[src/design/lfu_pkg.sv]
// Package for the LFU cache table: shared command/status types.
// No dependencies.
`timescale 1ns / 1ps
package lfu_pkg;
  typedef struct packed {
    logic    start;   // load the item, begin scan
    logic    step;    // process one slot
    logic    commit;  // apply the update
  } dp_ctrl_t;

  typedef struct packed {
    logic last;  // the scan has reached the last slot
  } dp_stat_t;
endpackage

[src/design/lfu_datapath.sv]
// Datapath of the LFU cache table: slot registers, scan unit, update logic.
// Depends on lfu_pkg.
`timescale 1ns / 1ps
module lfu_datapath #(
  parameter int Entries = 16
) (
  input  logic             clk_i,
  input  logic             rst_ni,
  input  lfu_pkg::dp_ctrl_t ctrl_i,
  output lfu_pkg::dp_stat_t stat_o,
  input  logic [4:0]       capacity_i,
  input  logic             opcode_i,
  input  logic [31:0]      key_i,
  input  logic [31:0]      value_i,
  output logic             hit_o,
  output logic [31:0]      read_value_o,
  output logic             evicted_o,
  output logic [31:0]      evicted_key_o
);
  import lfu_pkg::*;
  localparam int Iw = (Entries > 1) ? $clog2(Entries) : 1;
  localparam int Cw = $clog2(Entries + 1);

  logic [Entries-1:0] valid_q;
  logic [31:0]        key_q   [Entries];
  logic [31:0]        val_q   [Entries];
  logic [31:0]        cnt_q   [Entries];
  logic [Iw-1:0]      rank_q  [Entries];

  logic          op_q;
  logic [31:0]   ikey_q, ival_q;
  logic [Iw-1:0] idx_q;
  logic          hit_q, have_q, free_q;
  logic [Iw-1:0] found_q, vic_q, free_idx_q;
  logic [Cw-1:0] occ_q;

  assign stat_o.last = (idx_q == Iw'(Entries - 1));

  // scan: one slot per step
  always_ff @(posedge clk_i or negedge rst_ni) begin
    if (!rst_ni) begin
      idx_q <= '0; hit_q <= 1'b0; have_q <= 1'b0; free_q <= 1'b0;
      occ_q <= '0; op_q <= 1'b0;
      found_q <= '0; vic_q <= '0; free_idx_q <= '0;
    end else if (ctrl_i.start) begin
      idx_q <= '0; hit_q <= 1'b0; have_q <= 1'b0; free_q <= 1'b0;
      occ_q <= '0; op_q <= opcode_i;
    end else if (ctrl_i.step) begin
      if (!stat_o.last) idx_q <= idx_q + 1'b1;
      if (valid_q[idx_q]) begin
        occ_q <= occ_q + 1'b1;
        if (!hit_q && key_q[idx_q] == ikey_q) begin
          hit_q <= 1'b1; found_q <= idx_q;
        end
        if (!have_q || cnt_q[idx_q] < cnt_q[vic_q] ||
            (cnt_q[idx_q] == cnt_q[vic_q] && rank_q[idx_q] > rank_q[vic_q])) begin
          have_q <= 1'b1; vic_q <= idx_q;
        end
      end else if (!free_q) begin
        free_q <= 1'b1; free_idx_q <= idx_q;
      end
    end
  end

  always_ff @(posedge clk_i) begin
    if (ctrl_i.start) begin
      ikey_q <= key_i; ival_q <= value_i;
    end
  end

  // commit decision
  logic [4:0]    cap;
  logic          do_put, do_touch, do_evict, do_ins;
  logic [Iw-1:0] ins_idx;
  always_comb begin
    cap      = (capacity_i > 5'(Entries > 31 ? 31 : Entries)) && (Entries < 32)
               ? 5'(Entries) : capacity_i;
    do_put   = op_q && (cap != '0);
    do_touch = hit_q && (!op_q || do_put);
    do_ins   = do_put && !hit_q;
    do_evict = do_ins && have_q && ({{(32-Cw){1'b0}}, occ_q} >= {27'd0, cap});
    ins_idx  = do_evict ? vic_q : free_idx_q;
  end

  always_ff @(posedge clk_i or negedge rst_ni) begin
    if (!rst_ni) begin
      valid_q <= '0;
    end else if (ctrl_i.commit && do_ins && (do_evict || free_q)) begin
      valid_q[ins_idx] <= 1'b1;
    end
  end

  always_ff @(posedge clk_i) begin
    if (ctrl_i.commit) begin
      hit_o         <= hit_q;
      read_value_o  <= op_q ? 32'd0 : (hit_q ? val_q[found_q] : 32'hFFFF_FFFF);
      evicted_o     <= do_evict;
      evicted_key_o <= do_evict ? key_q[vic_q] : 32'd0;
      for (int i = 0; i < Entries; i++) begin
        if (do_touch && valid_q[i]) begin
          if (Iw'(i) == found_q) rank_q[i] <= '0;
          else if (rank_q[i] < rank_q[found_q]) rank_q[i] <= rank_q[i] + 1'b1;
        end else if (do_ins && valid_q[i]) begin
          if (do_evict && Iw'(i) == vic_q) rank_q[i] <= '0;
          else if (!do_evict || rank_q[i] < rank_q[vic_q])
            rank_q[i] <= rank_q[i] + 1'b1;
        end else if (do_ins && free_q && !do_evict && Iw'(i) == free_idx_q) begin
          rank_q[i] <= '0;
        end
      end
      if (do_touch) begin
        if (cnt_q[found_q] != 32'hFFFF_FFFF) cnt_q[found_q] <= cnt_q[found_q] + 1'b1;
        if (op_q) val_q[found_q] <= ival_q;
      end
      if (do_ins && (do_evict || free_q)) begin
        key_q[ins_idx] <= ikey_q;
        val_q[ins_idx] <= ival_q;
        cnt_q[ins_idx] <= 32'd1;
      end
    end
  end
endmodule

[src/design/lfu_ctrl.sv]
// Controller of the LFU cache table: scan sequencing and output handshake.
// Depends on lfu_pkg.
`timescale 1ns / 1ps
module lfu_ctrl (
  input  logic              clk_i,
  input  logic              rst_ni,
  input  logic              in_valid_i,
  output logic              in_ready_o,
  output logic              out_valid_o,
  input  logic              out_ready_i,
  output lfu_pkg::dp_ctrl_t ctrl_o,
  input  lfu_pkg::dp_stat_t stat_i
);
  import lfu_pkg::*;
  typedef enum logic [2:0] {
    ST_IDLE = 3'b001, ST_SCAN = 3'b010, ST_DONE = 3'b100
  } state_e;
  state_e state_q, state_d;
  logic   ovalid_q, ovalid_d;

  always_comb begin
    state_d  = state_q;
    ovalid_d = ovalid_q && !out_ready_i;
    ctrl_o   = '0;
    in_ready_o = (state_q == ST_IDLE);
    case (state_q)
      ST_IDLE: begin
        if (in_valid_i) begin ctrl_o.start = 1'b1; state_d = ST_SCAN; end
      end
      ST_SCAN: begin
        ctrl_o.step = 1'b1;
        if (stat_i.last) state_d = ST_DONE;
      end
      ST_DONE: begin
        if (!ovalid_q || out_ready_i) begin
          ctrl_o.commit = 1'b1; ovalid_d = 1'b1; state_d = ST_IDLE;
        end
      end
      default: state_d = ST_IDLE;
    endcase
  end

  always_ff @(posedge clk_i or negedge rst_ni) begin
    if (!rst_ni) begin
      state_q <= ST_IDLE; ovalid_q <= 1'b0;
    end else begin
      state_q <= state_d; ovalid_q <= ovalid_d;
    end
  end
  assign out_valid_o = ovalid_q;
endmodule

[src/design/lfu_cache_table.sv]
// Top level of the LFU cache table: controller plus datapath.
// Depends on lfu_pkg, lfu_ctrl, lfu_datapath.
`timescale 1ns / 1ps
// LFU key-value cache with LRU tie break. Each get or put scans every slot,
// one slot per cycle, for the key match, the occupancy, the first free slot
// and the eviction victim; a commit step then applies the update and loads
// the result register. The result register lets the next item be taken while
// a result waits; a commit stalls only if the prior result has not been
// transferred. Capacity writes must come while idle.
module lfu_cache_table #(
  parameter int MAX_ENTRIES = 16
) (
  input  logic        clk_i,
  input  logic        rst_ni,
  input  logic        s_axis_tvalid,
  output logic        s_axis_tready,
  input  logic [63:0] s_axis_tdata,  // key[31:0], value[63:32]
  input  logic        s_axis_tuser,  // opcode
  output logic        m_axis_tvalid,
  input  logic        m_axis_tready,
  output logic [71:0] m_axis_tdata,  // hit[0], read_value[32:1], evicted[33],
                                     // evicted_key[65:34], zero pad
  input  logic        cfg_valid,
  output logic        cfg_ready,
  input  logic [4:0]  cfg_data       // capacity
);
  import lfu_pkg::*;
  dp_ctrl_t   ctrl;
  dp_stat_t   stat;
  logic [4:0] cap_q;
  logic       hit, ev;
  logic [31:0] rd, evk;

  assign cfg_ready = 1'b1;
  always_ff @(posedge clk_i or negedge rst_ni) begin
    if (!rst_ni) cap_q <= 5'd16;
    else if (cfg_valid) cap_q <= cfg_data;
  end

  lfu_ctrl u_ctrl (
    .clk_i, .rst_ni,
    .in_valid_i(s_axis_tvalid), .in_ready_o(s_axis_tready),
    .out_valid_o(m_axis_tvalid), .out_ready_i(m_axis_tready),
    .ctrl_o(ctrl), .stat_i(stat)
  );

  lfu_datapath #(.Entries(MAX_ENTRIES)) u_dp (
    .clk_i, .rst_ni, .ctrl_i(ctrl), .stat_o(stat), .capacity_i(cap_q),
    .opcode_i(s_axis_tuser), .key_i(s_axis_tdata[31:0]),
    .value_i(s_axis_tdata[63:32]),
    .hit_o(hit), .read_value_o(rd), .evicted_o(ev), .evicted_key_o(evk)
  );

  assign m_axis_tdata = {6'd0, evk, ev, rd, hit};
endmodule

[config.mk]
export PLATFORM = sky130hd
export DESIGN_NAME = lfu_cache_table
export DESIGN_NICKNAME = d
export VERILOG_FILES = /design/src/design/lfu_pkg.sv /design/src/design/lfu_datapath.sv /design/src/design/lfu_ctrl.sv /design/src/design/lfu_cache_table.sv
export SDC_FILE = /design/constraint.sdc
export NUM_CORES = 2
export LEC_CHECK = 0
export ABC_AREA = 0
export BUFFER_PORTS_ARGS = -buffer_cell sky130_fd_sc_hd__buf_4
export CAP_MARGIN = 20
export CORE_AREA = 2 2 372 447
export DETAILED_ROUTE_END_ITERATION = 7
export DIE_AREA = 0 0 374 449
export PLACE_DENSITY = 0.78
export SYNTH_ARGS = -nofsm -noshare
export SYNTH_HDL_FRONTEND = slang
export SYNTH_SLANG_ARGS = --single-unit
[constraint.sdc]
create_clock -name clk_i -period 7.1 [get_ports clk_i]
set_clock_uncertainty 0.2 [all_clocks]
set_input_delay 0.71 -clock clk_i [delete_from_list [all_inputs] [get_ports clk_i]]
set_output_delay 0.71 -clock clk_i [all_outputs]
set_load 0.02 [all_outputs]
==> impl_metrics.toml <==
[yosys]
synthCells = 4393
yosysMostFrequentCell = "edfxtp_1"
ys_async_sr_fraction = 0.02809
synth_area_leaders = "edfxtp_1, mux4_2, ha_1, dfrtp_1, mux4_1"
synthFlopType = "edfxtp_1"
synth_area_mm2 = 0.08616
yosys_warnings = 0
synth_top_area_share = 0.6029
synth_area_leader_cell = "edfxtp_1"
ys_types = 83
netlist_top_cells_count = "edfxtp_1, mux4_2, nor2_1, ha_1, clkbuf_1"
ys_ff_latch = 1780
ys_seq_area_frac = 0.6175
synth.avg_cell_area_um2 = 19.61
synth-edff-count = 1730

[critical_path]
cp-start-kind = "flip-flop"
crit_buf_inv = 2
cpMostUsedCell = "buf_4"
worstPathRequired_ns = 7.36
max_stage_delay_ns = 1.16
cp_top_family = "buffers and inverters"
crit_path_top_delay_cell = "dfrtp_4"
r2r-start = "u_dp.found_q[1]$_DFFE_PN0P_"
path_cells = "buf_4, mux4_4, mux4_2, nand4_4, nor4_4, and4_4, nand3_2, a21o_4, nand2_4, nor2_4, buf_4"
startpoint = "u_dp.found_q[1]$_DFFE_PN0P_"
worstPathArrival_ns = 5.88
end_kind = "flip-flop"
path_class = "reg2reg"
cp_max_fo = 69

[hold_path]
min_path_type = "in2reg"
worstHoldStart = "s_axis_tvalid"

[layout]
fillCellCount = 11350
fin_util = 0.5879
final_nets = 4842
area_growth_pct = 11.74
drive_gt1_frac = 0.3312

[clock_network]
cts-root-buf = "clkbuf_16"
cts_tree = "built"
clk_pin_slew_ns = 0.06
cts_buffer_depth = 3
cts_hold_buf = 72
numCtsBuffers = 167
clock_sinks = 1780
clk_latency_ns = 0.86
h-tree-depth = 4
post_cts_buffers = 0
post_cts_resized = 0

[die]
initial_core_util = 0.5261
ioPinCount = 150
die_y_um = 449
num_rows = 163
dieArea_mm2 = 0.1679
die_w_um = 374
coreArea_mm2 = 0.1638

[timing]
period_needed_ns = 5.627
fin_tns_setup_ns = 0
tightest_slew_ns = 1.167
setup_viol = 0
fmax_ghz = 0.1777
rsz0062_at_grt = "no"
fin_crit_sh = 0.7925
slew_viol_final = 0
slew_headroom = 0.2199
finalHoldViolations = 0

[detailed_routing]
firstDrtPassIters = 8
antenna_left = 0
wl_um = 233900
avgRoutedWirePerCell_um = 33.93
drc_errors = 0
drtIter0Drc = 7214
viasPerCell = 7.154
num_vias = 49320

[global_route]
grt_pass1_wl_um = 344000
grt_pass1_vias = 51060
grt_max_degree = 136
antenna_found_initial = 4
grt-ovfl-total = 0
track_usage = 0.2799

[place]
io_buffer_count = 142
dp_hpwl_um = 131900
gp_congestion = 0.9102

[status]
status = "complete, no violations"

[pwr]
p_leak_uw = 0.02968
vdd_drop_max_mv = 0.3404
p_per_area_mw_per_mm2 = 292.9

[job]
maxCapViolations = 0
## power breakdown
group	internal [µW]	leakage [µW]	total, µW	switching, µW
clock network	4930	0.00266	9080	4150
logic	3300	0.0111	6530	3230
registers	11900	0.0160	12600	653
total	20200	0.0297	28200	8030
## worst register-to-register path: cells and delay by family, from the launching register on
family | cells | cell delay, ns
AO/OA/AOI/OAI | 1 | 0.21
flip-flops | 1 | 1.16
AND/OR/NAND/NOR | 6 | 1.22
multiplexers | 2 | 1.10
buffers and inverters | 2 | 1.34
## layer usage
layer	part of all wire	routed length [µm]	track usage	vias to the layer above
li1	-	-	-	19200
met1	0.35	81040	0.3651	25690
met2	0.49	115600	0.4554	3673
met3	0.11	25390	0.05786	750
met4	0.051	11840	0.1299	2
met5	0.000056	13	0	-
## area by class of cell
class | instances | area (µm²) | share of cell area
multi-input combinational | 2227 | 31430 | 0.3264
antenna | 3 | 7.507 | 0.00007798
timing repair buffer | 336 | 3024 | 0.03141
inverter | 99 | 376.6 | 0.003912
clock inverter | 107 | 1165 | 0.01210
sequential | 1780 | 53250 | 0.5531
tap | 2145 | 2684 | 0.02788
clock buffer | 197 | 4342 | 0.04510
## placed cells by master (no fill, tap or decap), types with 53 or more instances in the layout
| cell type | instances |
|---|---|
| a21oi_1 | 92 |
| dlygate4sd3_1 | 72 |
| ha_1 | 156 |
| xor2_1 | 56 |
| nand2_1 | 101 |
| inv_1 | 96 |
| xnor2_1 | 53 |
| edfxtp_1 | 1730 |
| buf_4 | 239 |
| nor2_1 | 149 |
| clkbuf_16 | 167 |
| mux4_2 | 927 |
| mux2i_1 | 64 |
## through the flow
stage	area (µm²)	hold slack, ns	cells	worst slack, ns	power (µW)
finish	96270	0.1041	6894	1.473	28200
global placement	89920	0.2840	6507	1.605	19170
global route	96270	0.08543	6892	1.397	29020
floorplan	86180	0.2144	4398	0.9679	17350
detailed placement	89960	0.3007	6509	1.568	19240
CTS	96180	0.02968	6885	1.549	28260
## sequential cells by signal, indices dropped and copies added (netlist names), 5 cells and up
register	count
cap_q	5
u_dp.cnt_q	512
u_dp.evicted_key_o	32
u_dp.ikey_q	32
u_dp.ival_q	32
u_dp.key_q	512
u_dp.occ_q	5
u_dp.rank_q	64
u_dp.read_value_o	32
u_dp.val_q	512
u_dp.valid_q	16
## final timing paths
path	endpoint	slack (ns)	cells after the start
worst max-delay path	u_dp.cnt_q[6][26]$_DFFE_PP_	1.47	11
worst min-delay path	u_ctrl.state_q[0]$_DFFE_PN1P_	0.10	4
worst max register to register	u_dp.cnt_q[6][26]$_DFFE_PP_	1.47	11
worst min register to register	u_ctrl.state_q[2]$_DFFE_PN0P_	0.32	1
max in group asynchronous	u_dp.idx_q[1]$_DFFE_PN0P_	5.72	2
min in group asynchronous	cap_q[1]$_DFFE_PN0P_	0.30	2
## logic make-up (layout without fill, tap and decap cells)
| group | count (synthesis) | count (layout) | share of synthesized area |
|---|---|---|---|
| AO/OA/AOI/OAI | 363 | 363 | 0.02794 |
| XOR/XNOR | 109 | 109 | 0.01108 |
| adder cells (fa/ha/maj) | 156 | 156 | 0.02265 |
| buffers and inverters | 391 | 739 | 0.02244 |
| flip-flops | 1780 | 1780 | 0.6175 |
| multiplexers | 1061 | 1061 | 0.2675 |
| other | 2 | 10 | 0.00008716 |
| AND/OR/NAND/NOR | 531 | 531 | 0.03076 |
Power figures use the tool's default switching activity.
